--- src/sv/nearest_call_dispatcher_unit_macros.svh ---
// Assertion macros for the nearest call dispatcher.
`ifndef NEAREST_CALL_DISPATCHER_UNIT_MACROS_SVH
`define NEAREST_CALL_DISPATCHER_UNIT_MACROS_SVH

`ifndef ASSERT_OFF

// Same-cycle implication, disabled during reset.
`define NCD_ASSERT_IMPL(label, clk, rst_n, ante, cons) \
    label: assert property (@(posedge clk) disable iff (!rst_n) (ante) |-> (cons)) \
        else $error("ncd assertion failed");

// Next-cycle implication, disabled during reset.
`define NCD_ASSERT_NEXT(label, clk, rst_n, ante, cons) \
    label: assert property (@(posedge clk) disable iff (!rst_n) (ante) |=> (cons)) \
        else $error("ncd assertion failed");

`else

`define NCD_ASSERT_IMPL(label, clk, rst_n, ante, cons)
`define NCD_ASSERT_NEXT(label, clk, rst_n, ante, cons)

`endif

`endif

--- src/sv/ncd_pkg.sv ---
package ncd_pkg;

    localparam int NCD_MAX_FLOORS = 32;
    localparam int SERVED_CNT_W   = 6;
    localparam int FLOOR_W        = 8;
    localparam int OUT_FIELD_W    = 6;

    typedef enum logic [1:0] {
        REQ_HALL  = 2'd0,
        REQ_CAR   = 2'd1,
        REQ_DONE  = 2'd2,
        REQ_QUERY = 2'd3
    } req_type_t;

    typedef struct packed {
        logic [1:0]         req_type;
        logic [FLOOR_W-1:0] call_floor;
        logic [FLOOR_W-1:0] car_floor;
    } ncd_req_t;

    typedef struct packed {
        logic                   accepted;
        logic                   target_valid;
        logic [OUT_FIELD_W-1:0] target_floor;
        logic [OUT_FIELD_W-1:0] pending_count;
    } ncd_rsp_t;

    // Microprogram step addresses
    typedef logic [1:0] step_t;
    localparam step_t STEP_IDLE   = 2'd0;
    localparam step_t STEP_UPDATE = 2'd1;
    localparam step_t STEP_SCAN   = 2'd2;
    localparam step_t STEP_LOAD   = 2'd3;

    typedef enum logic [1:0] {
        COND_NEVER    = 2'd0,
        COND_NO_REQ   = 2'd1,
        COND_SCAN_END = 2'd2,
        COND_RSP_BUSY = 2'd3
    } cond_t;

    typedef struct packed {
        cond_t cond;        // when true: jump, no actions
        step_t jump_step;
        step_t next_step;   // otherwise: do actions, go here
        logic  take_req;
        logic  do_update;
        logic  scan_init;
        logic  scan_step;
        logic  load_rsp;
    } ctrl_word_t;

    function automatic ctrl_word_t ctrl_rom(step_t step);
        ctrl_word_t w;
        w = '0;
        unique case (step)
            STEP_IDLE:
            begin
                w.cond      = COND_NO_REQ;
                w.jump_step = STEP_IDLE;
                w.next_step = STEP_UPDATE;
                w.take_req  = 1'b1;
            end
            STEP_UPDATE:
            begin
                w.cond      = COND_NEVER;
                w.jump_step = STEP_UPDATE;
                w.next_step = STEP_SCAN;
                w.do_update = 1'b1;
                w.scan_init = 1'b1;
            end
            STEP_SCAN:
            begin
                w.cond      = COND_SCAN_END;
                w.jump_step = STEP_LOAD;
                w.next_step = STEP_SCAN;
                w.scan_step = 1'b1;
            end
            STEP_LOAD:
            begin
                w.cond      = COND_RSP_BUSY;
                w.jump_step = STEP_LOAD;
                w.next_step = STEP_IDLE;
                w.load_rsp  = 1'b1;
            end
            default:
            begin
                w = '0;
            end
        endcase
        return w;
    endfunction

endpackage

--- src/sv/nearest_call_dispatcher_unit.sv ---
// Channel   Signals                          Direction  Content
// req       req_valid / req_ready / req      in         request type, call floor, car floor
// rsp       rsp_valid / rsp_ready / rsp      out        accepted, target, pending count
// cfg       cfg_valid / cfg_ready / cfg_data in         served floor count register
//
// One transaction runs in order: capture, update, a floor-by-floor scan of the call bits
// (one floor per cycle), and a load step.
// The response register lets the next request be captured while a result waits.
// Reset (rst_n low, asynchronous) clears all call bits and sets the served floor count
// to min(32, MAX_FLOORS). A stalled response holds the sequencer in its load step.
`include "nearest_call_dispatcher_unit_macros.svh"

module nearest_call_dispatcher_unit
    import ncd_pkg::*;
#(
    parameter int MAX_FLOORS = NCD_MAX_FLOORS
)
(
    input  logic                    clk,
    input  logic                    rst_n,
    input  logic                    req_valid,
    output logic                    req_ready,
    input  ncd_req_t                req,
    output logic                    rsp_valid,
    input  logic                    rsp_ready,
    output ncd_rsp_t                rsp,
    input  logic                    cfg_valid,
    output logic                    cfg_ready,
    input  logic [SERVED_CNT_W-1:0] cfg_data
);

    localparam int IW = (MAX_FLOORS > 1) ? $clog2(MAX_FLOORS) : 1;
    localparam int FW = $clog2(MAX_FLOORS + 2);
    localparam int CW = $clog2(MAX_FLOORS + 1);
    localparam int DW = FLOOR_W + 1;
    localparam int FC_RESET = (MAX_FLOORS < 32) ? MAX_FLOORS : 32;

    step_t                    step_reg, step_next;
    logic [SERVED_CNT_W-1:0]  floors_served_reg;
    logic [MAX_FLOORS-1:0]    hall_reg;
    logic [MAX_FLOORS-1:0]    car_reg;
    ncd_req_t                 item_reg;
    logic                     accepted_reg;
    logic [FW-1:0]            scan_floor_reg;
    logic [CW-1:0]            count_reg;
    logic                     found_reg;
    logic [FW-1:0]            best_floor_reg;
    logic [DW-1:0]            best_dist_reg;
    logic                     rsp_valid_reg;
    ncd_rsp_t                 rsp_reg;

    ctrl_word_t               ctrl;
    logic                     cond_true;
    logic                     act;
    logic                     in_range;
    logic [FLOOR_W-1:0]       call_idx_full;
    logic [IW-1:0]            call_idx;
    logic [FW-1:0]            scan_idx_full;
    logic [IW-1:0]            scan_idx;
    logic                     scan_end;
    logic                     scan_pend;
    logic [DW-1:0]            cur_ext;
    logic [DW-1:0]            floor_ext;
    logic [DW-1:0]            floor_dist;
    logic                     better;

    assign ctrl = ctrl_rom(step_reg);

    always_comb
    begin
        unique case (ctrl.cond)
            COND_NEVER:    cond_true = 1'b0;
            COND_NO_REQ:   cond_true = !req_valid;
            COND_SCAN_END: cond_true = scan_end;
            COND_RSP_BUSY: cond_true = rsp_valid_reg && !rsp_ready;
            default:       cond_true = 1'b0;
        endcase
    end

    assign act       = !cond_true;
    assign step_next = cond_true ? ctrl.jump_step : ctrl.next_step;

    assign req_ready = ctrl.take_req;
    assign cfg_ready = 1'b1;
    assign rsp_valid = rsp_valid_reg;
    assign rsp       = rsp_reg;

    // Update path: call floor against the configured range
    assign in_range      = (item_reg.call_floor != '0)
                        && (item_reg.call_floor <= FLOOR_W'(floors_served_reg));
    assign call_idx_full = item_reg.call_floor - FLOOR_W'(1);
    assign call_idx      = call_idx_full[IW-1:0];

    // Scan path
    assign scan_end      = scan_floor_reg > FW'(floors_served_reg);
    assign scan_idx_full = scan_floor_reg - FW'(1);
    assign scan_idx      = scan_idx_full[IW-1:0];
    assign scan_pend     = hall_reg[scan_idx] || car_reg[scan_idx];
    assign cur_ext       = DW'(item_reg.car_floor);
    assign floor_ext     = DW'(scan_floor_reg);
    assign floor_dist    = (cur_ext > floor_ext) ? (cur_ext - floor_ext)
                                                 : (floor_ext - cur_ext);
    assign better        = !found_reg || (floor_dist < best_dist_reg);

    always_ff @(posedge clk or negedge rst_n)
    begin
        if (!rst_n)
        begin
            step_reg          <= STEP_IDLE;
            rsp_valid_reg     <= 1'b0;
            floors_served_reg <= SERVED_CNT_W'(FC_RESET);
            hall_reg          <= '0;
            car_reg           <= '0;
        end
        else
        begin
            step_reg <= step_next;

            if (cfg_valid && cfg_ready)
            begin
                if (int'(cfg_data) > MAX_FLOORS)
                    floors_served_reg <= SERVED_CNT_W'(MAX_FLOORS);
                else
                    floors_served_reg <= cfg_data;
            end

            if (act && ctrl.do_update && in_range)
            begin
                unique case (req_type_t'(item_reg.req_type))
                    REQ_HALL:  hall_reg[call_idx] <= 1'b1;
                    REQ_CAR:   car_reg[call_idx]  <= 1'b1;
                    REQ_DONE:
                    begin
                        hall_reg[call_idx] <= 1'b0;
                        car_reg[call_idx]  <= 1'b0;
                    end
                    REQ_QUERY: ;
                    default: ;
                endcase
            end

            // Drop the response once taken, refill from the load step
            if (act && ctrl.load_rsp)
                rsp_valid_reg <= 1'b1;
            else if (rsp_ready)
                rsp_valid_reg <= 1'b0;
        end
    end

    always_ff @(posedge clk)
    begin
        if (act && ctrl.take_req)
            item_reg <= req;

        if (act && ctrl.do_update)
            accepted_reg <= (req_type_t'(item_reg.req_type) == REQ_QUERY) || in_range;

        if (act && ctrl.scan_init)
        begin
            scan_floor_reg <= FW'(1);
            count_reg      <= '0;
            found_reg      <= 1'b0;
            best_floor_reg <= '0;
            best_dist_reg  <= '0;
        end
        else if (act && ctrl.scan_step)
        begin
            scan_floor_reg <= scan_floor_reg + FW'(1);
            if (scan_pend)
            begin
                count_reg <= count_reg + CW'(1);
                if (better)
                begin
                    found_reg      <= 1'b1;
                    best_floor_reg <= scan_floor_reg;
                    best_dist_reg  <= floor_dist;
                end
            end
        end

        if (act && ctrl.load_rsp)
        begin
            rsp_reg.accepted      <= accepted_reg;
            rsp_reg.target_valid  <= found_reg;
            rsp_reg.target_floor  <= found_reg ? OUT_FIELD_W'(best_floor_reg) : '0;
            rsp_reg.pending_count <= OUT_FIELD_W'(count_reg);
        end
    end

    `NCD_ASSERT_NEXT(a_req_starts_update, clk, rst_n, req_valid && req_ready, step_reg == STEP_UPDATE)
    `NCD_ASSERT_IMPL(a_rsp_from_load, clk, rst_n, $rose(rsp_valid_reg), $past(step_reg) == STEP_LOAD)
    `NCD_ASSERT_IMPL(a_scan_bounded, clk, rst_n, step_reg == STEP_SCAN, scan_floor_reg <= FW'(floors_served_reg) + FW'(1))
    `NCD_ASSERT_IMPL(a_no_target_zero, clk, rst_n, rsp_valid && !rsp.target_valid, rsp.target_floor == '0 && rsp.pending_count == '0)
    `NCD_ASSERT_IMPL(a_rsp_held_in_load, clk, rst_n, rsp_valid_reg && !rsp_ready && step_reg == STEP_LOAD, step_next == STEP_LOAD)

endmodule
--- config.mk ---
export PLATFORM = sky130hd
export DESIGN_NAME = nearest_call_dispatcher_unit
export DESIGN_NICKNAME = d
export VERILOG_FILES = /design/src/sv/ncd_pkg.sv /design/src/sv/nearest_call_dispatcher_unit.sv
export VERILOG_INCLUDE_DIRS = /design/src /design/src/sv
export SDC_FILE = /design/constraint.sdc
export NUM_CORES = 1
export LEC_CHECK = 0
export BUFFER_PORTS_ARGS = -buffer_cell sky130_fd_sc_hd__buf_4
export CAP_MARGIN = 10
export CORE_MARGIN = 4
export CORE_UTILIZATION = 50
export CTS_CLUSTER_DIAMETER = 80
export DETAILED_ROUTE_END_ITERATION = 12
export GPL_ROUTABILITY_DRIVEN = 0
export GPL_TIMING_DRIVEN = 1
export HOLD_SLACK_MARGIN = 0.03
export PLACE_DENSITY = 0.64
export REMOVE_ABC_BUFFERS = 1
export SKIP_CTS_REPAIR_TIMING = 1
export SYNTH_ARGS = -nofsm -noshare
export SYNTH_HDL_FRONTEND = slang
export SYNTH_SLANG_ARGS = --single-unit
--- constraint.sdc ---
create_clock -name clk -period 9.42 [get_ports clk]
set_input_delay 0.471 -clock clk [delete_from_list [all_inputs] [get_ports clk]]
set_output_delay 0.471 -clock clk [all_outputs]
set_load 0.05 [all_outputs]
Yosys cells after proc, flatten, opt, wreduce, memory -nomap -nowiden
Cells that the tools add are included.
- register bits after elaboration: 134
- input bits: 29
- add/subtract/negate cells: 6
- magnitude comparators: 8
- equality and inequality tests: 9
- muxes and demuxes: 19
- bitwise gates (word level): 5
- reduce and logical (&&, ||, !) cells: 27
- operators with widths (cell ; count):
    one-hot mux 32 bit (2 select lines) ; 2
    bitwise AND 32 bit ; 2
    bitwise OR 32 bit ; 2
    NOT 32 bit ; 1
    one-hot mux 6 bit (4 select lines) ; 1
    adder 6 x 1 -> 6 bit, second input constant ; 2
    equality test 2 bit, second input constant ; 6
    < comparator 5 x 6 -> 1 bit, second input constant ; 2
    binary-select mux 1 bit (select 5 bit) ; 2
    subtractor 5 x 1 -> 5 bit, second input constant ; 2
    logical AND 1 bit ; 9
    < comparator 9 bit ; 1
    two-way mux 9 bit ; 1
    subtractor 6 x 8 -> 9 bit ; 1
    subtractor 8 x 6 -> 9 bit ; 1
    > comparator 8 x 6 -> 1 bit ; 1
    less-or-equal comparator 8 x 6 -> 1 bit ; 1
    two-way mux 1 bit ; 8
    nonzero test 8 bit ; 1
    equality test 2 x 1 -> 1 bit, second input constant ; 3
    > comparator 6 bit ; 1
    > comparator 6 bit, second input constant ; 1
    zero test 2 bit ; 3
    two-way mux 6 bit ; 1
    other kinds (9) ; 19

Logic depth before layout (Yosys ltp)
- depth after elaboration: 8
- depth in mapped cells: 17
- mapped depth without buffers: 16

Worst setup path after synthesis
OpenSTA, ideal clock, no wires.
- path kind: reg-to-reg
- start: reg scan_floor_reg[1]
- end: reg best_dist_reg[1]
- library setup time: 0.070 ns
- data arrival time: 3.858 ns
- path slack: 5.491 ns
- cell stages (with the launch flop): 17
- buffers on the path: 1
- period minus slack after synthesis: 3.929 ns
- cell sequence: dfxtp_1 inv_1 ha_1 nor2b_1 o2111a_1 o31a_1 o21a_1 mux2_2 ha_1 a21boi_0 o21a_1 o21ai_0 a211o_1 a31oi_1 clkbuf_1 o31ai_1 a21oi_1
- longest elaborated chain between the ends: 5
- elaborated cells between the ends (all ways): 18
- those cells by class: add/sub: 3; order compare: 3; mux: 6; reduce/logical: 6
- ends and longest elaborated chain (item ; RTL line ; text):
    start, declared ; nearest_call_dispatcher_unit.sv:44 ; logic [FW-1:0] scan_floor_reg;
    start signal, assigned ; nearest_call_dispatcher_unit.sv:168 ; scan_floor_reg <= scan_floor_reg + FW'(1);
    subtractor 6 x 8 -> 9 bit, or another cell as far along ; nearest_call_dispatcher_unit.sv:102 ; : (floor_ext - cur_ext);
    two-way mux 9 bit * ; nearest_call_dispatcher_unit.sv:101 ; assign floor_dist = (cur_ext > floor_ext) ? (cur_ext - floor_ext)
    via floor_dist[1] ; nearest_call_dispatcher_unit.sv:64 ; logic [DW-1:0] floor_dist;
    < comparator 9 bit ; nearest_call_dispatcher_unit.sv:103 ; assign better = !found_reg || (floor_dist < best_dist_reg);
    logical OR 1 bit ; nearest_call_dispatcher_unit.sv:103 ;
    AND reduction 3 bit (no source line) ; n/a ;
    end signal, assigned ; nearest_call_dispatcher_unit.sv:176 ; best_dist_reg <= floor_dist;
    end, declared ; nearest_call_dispatcher_unit.sv:48 ; logic [DW-1:0] best_dist_reg;
Mark *: on every way through the listed nets, which the timed path passes. The rest lies on a longest branch. The select of a mux whose other input is x is not followed.
A chain may end at the register's enable or synchronous reset.

Worst setup path in the final report
- start: reg scan_floor_reg[1]
- end: reg best_dist_reg[4]
- longest elaborated chain between the ends: 5
- elaborated cells between the ends (all ways): 18
- those cells by class: add/sub: 3; order compare: 3; mux: 6; reduce/logical: 6
- ends and longest elaborated chain (item ; RTL line):
    subtractor 6 x 8 -> 9 bit, or another cell as far along ; nearest_call_dispatcher_unit.sv:102
    two-way mux 9 bit * ; nearest_call_dispatcher_unit.sv:101
    via floor_dist[3] ; nearest_call_dispatcher_unit.sv:64
    < comparator 9 bit * ; nearest_call_dispatcher_unit.sv:103
    logical OR 1 bit * ; nearest_call_dispatcher_unit.sv:103
    AND reduction 3 bit (no source line) * ; n/a
Marks and branches as above.

==> qor.txt <==
DR vias/cell = 5.97
static leakage = 3.33 nW
I/O Pins = 46
die area = 0.0162 mm^2
flop-to-flop setup slack = 5.24 ns
Clock transition at path regs = 0.06 ns
met3 Resource Use GR = 4.18%
clk sink count = 134
max cap viols = 0
via count = 5501
first-pass GRT wire length = 26200 um
GRT busiest layer = met2
Remaining DRCs = 0
Critical Path End Type = flip-flop
placed cell areas = 0.00749 mm^2
met2 global-route usage = 31.0%
Slew headroom = 23.1%
largest net degree at the start of global routing = 74
Chip Width = 127 um
met1 usage = 28.1%
post-route ant nets = 0
Data required, critical path = 9.73 ns
Period minus WS final = 4.18 ns
Syn. warnings = 0
Post-synth ARST share = 54.5%
initial core utilization = 51.2%
number of distinct library cells after synthesis = 59
r2r worst-path depth = 15
Max Clk Rate = 239 MHz
Slew @ Worst Pin = 1.15 ns
Root Driver = clkbuf_16
ANT cells = 0
die height = 127 um
initial antenna violation count = 0
# setup viols final = 0
VDD IR max = 0.262 mV
Total Routing Usage GR = 20.2%
row cnt = 43
Worst EP arrival = 4.48 ns
CTS tree = yes
synthesized cell area = 0.00711 mm^2
CTS H-tree lvls = 4
final WL = 15400 um
final worst-path cycle share = 44.4%
Most used DFF post-synth = dfrtp_1
Clk Latency, worst-skew pair = 0.42 ns
vias in the first global route = 5266
CTS Buf Count = 17
Final Hold Fails = 0
FF+latch count, synth = 134
post-route setup TNS = 0 ns
Worst setup SP type = flip-flop
P&R area growth vs syn = 12.7%
DP HPWL = 10800 um
Post-synth EDFFs = 33
fraction of layout cells with a size suffix above 1 = 13.7%
# port buffers = 44
final slew viol count = 0
wire length per cell = 16.7 um
CP max FO = 14
gr ovfl total = 0
Seq/Total Area, Yosys = 47.5%
pwr/cell area = 310 mW/mm^2
hold crit path type = input port to asynchronous set/reset pin
Post-Syn Instances = 709
synthesized area per cell = 10.0 um^2
Fillers = 1235
1st-pass router iterations = 5
Worst Skew = 0.0100 ns
status = finished, final reports clean
Iter 0 DRT Violations = 480
net total in the final layout = 805
unrepaired setup endpoints after global routing = no
core area = 0.0139 mm^2
Max clock buf depth = 2
crit path kind = flip-flop to flip-flop
design area = 0.00801 mm^2
==> final cells by class <==
type                    count  area (um^2)  share of cell area [%]
clock buffers              22          454                    5.67
clock inverters            10         57.6                   0.719
inverters                  44          165                    2.06
multi-input cells         483         3360                    42.0
flip-flops and latches    134         3380                    42.2
well taps                 180          225                    2.81
repair buffers             49          365                    4.56
==> power by group <==
part	internal, W	switching, W
combinational	0.000373	0.000714
sequential	0.000734	0.0000865
clock	0.000339	0.000237
==> cells in the mapped netlist, types with 4 or more instances <==
cell type | instances | area share [%]
dfxtp_1 | 28 | 7.9
ha_1 | 45 | 7.9
a21oi_1 | 37 | 2.6
nand3_1 | 12 | 0.84
nor2_1 | 40 | 2.1
a21o_1 | 10 | 1.1
a211oi_1 | 10 | 1.1
buf_1 | 4 | 0.21
clkbuf_1 | 38 | 2.0
nand4_1 | 14 | 1.2
nor3_1 | 21 | 1.5
o21a_1 | 6 | 0.63
nand3b_1 | 7 | 0.74
edfxtp_1 | 33 | 14
or3_1 | 5 | 0.44
dfrtp_1 | 72 | 25
mux2_2 | 8 | 1.3
inv_1 | 44 | 2.3
o31ai_1 | 75 | 7.9
nor2b_1 | 8 | 0.70
xnor2_1 | 8 | 0.99
o21ai_0 | 80 | 5.6
nand2_1 | 26 | 1.4
mux2i_1 | 8 | 1.1
and2_1 | 9 | 0.79
a31o_2 | 5 | 0.62
or2_2 | 5 | 0.44
==> critical path: stages, from the launching register on <==
cell	delay [ns]
dfxtp_1	0.53
inv_1	0.18
ha_1	0.36
nor2b_1	0.16
o2111a_1	0.26
o31a_1	0.31
o21ai_0	0.46
mux2i_1	0.27
xor2_1	0.27
ha_1	0.20
nor2_1	0.04
a211o_1	0.31
a31oi_1	0.24
buf_4	0.26
o31ai_1	0.09
o311a_1	0.13
==> metal layers <==
metal	vias up	part of all wire, %
met4	0	2.3
met3	26	5.6
met5	-	0
met2	165	45
li1	2667	-
met1	2643	47
==> cell usage in the layout (no fill, tap or decap), types with 9 or more instances in the layout <==
cell / n
a21oi_1: 37
inv_1: 44
ha_1: 44
buf_4: 48
edfxtp_1: 33
a211oi_1: 10
nor3_1: 21
nand4_1: 14
clkbuf_16: 17
o21ai_0: 79
nand3_1: 12
and2_1: 9
nand2_1: 26
o31ai_1: 75
dfrtp_1: 72
a21o_1: 10
nor2_1: 40
dfxtp_1: 28
==> per-stage QoR <==
step                      setup slack (ns)  util (%)  total power, W  hold WS (ns)  cells
final                                 5.24      57.7         0.00248         0.183    922
after global routing                  4.93      57.7         0.00266         0.205    922
after CTS                             5.25      57.7         0.00249         0.208    921
after detailed placement              5.26      54.0         0.00191         0.416    889
after global placement                5.52      54.0         0.00187         0.421    889
after floorplan                       5.02         -         0.00159         0.175    661
==> worst paths after layout <==
path	startpoint	endpoint
setup / recovery	scan_floor_reg[1]	best_dist_reg[4]
hold / removal	rst_n	asynchronous set/reset pin
setup reg to reg	scan_floor_reg[1]	best_dist_reg[4]
hold reg to reg	count_reg[5]	rsp[5]
max in group asynchronous	rst_n	asynchronous set/reset pin
min in group clk	req[4]	cur_ext[4]
==> kinds of logic after synthesis <==
group / count (synthesis) / synth area share [%]
AO/OA/AOI/OAI: 250 / 22.9
AND/OR/NAND/NOR: 156 / 11.1
flip-flops: 134 / 47.5
buffers and inverters: 92 / 5.18
adder cells (fa/ha/maj): 47 / 8.48
multiplexers: 18 / 3.03
XOR/XNOR: 11 / 1.73
other: 1 / 0.0528
Power figures use the tool's default switching activity.
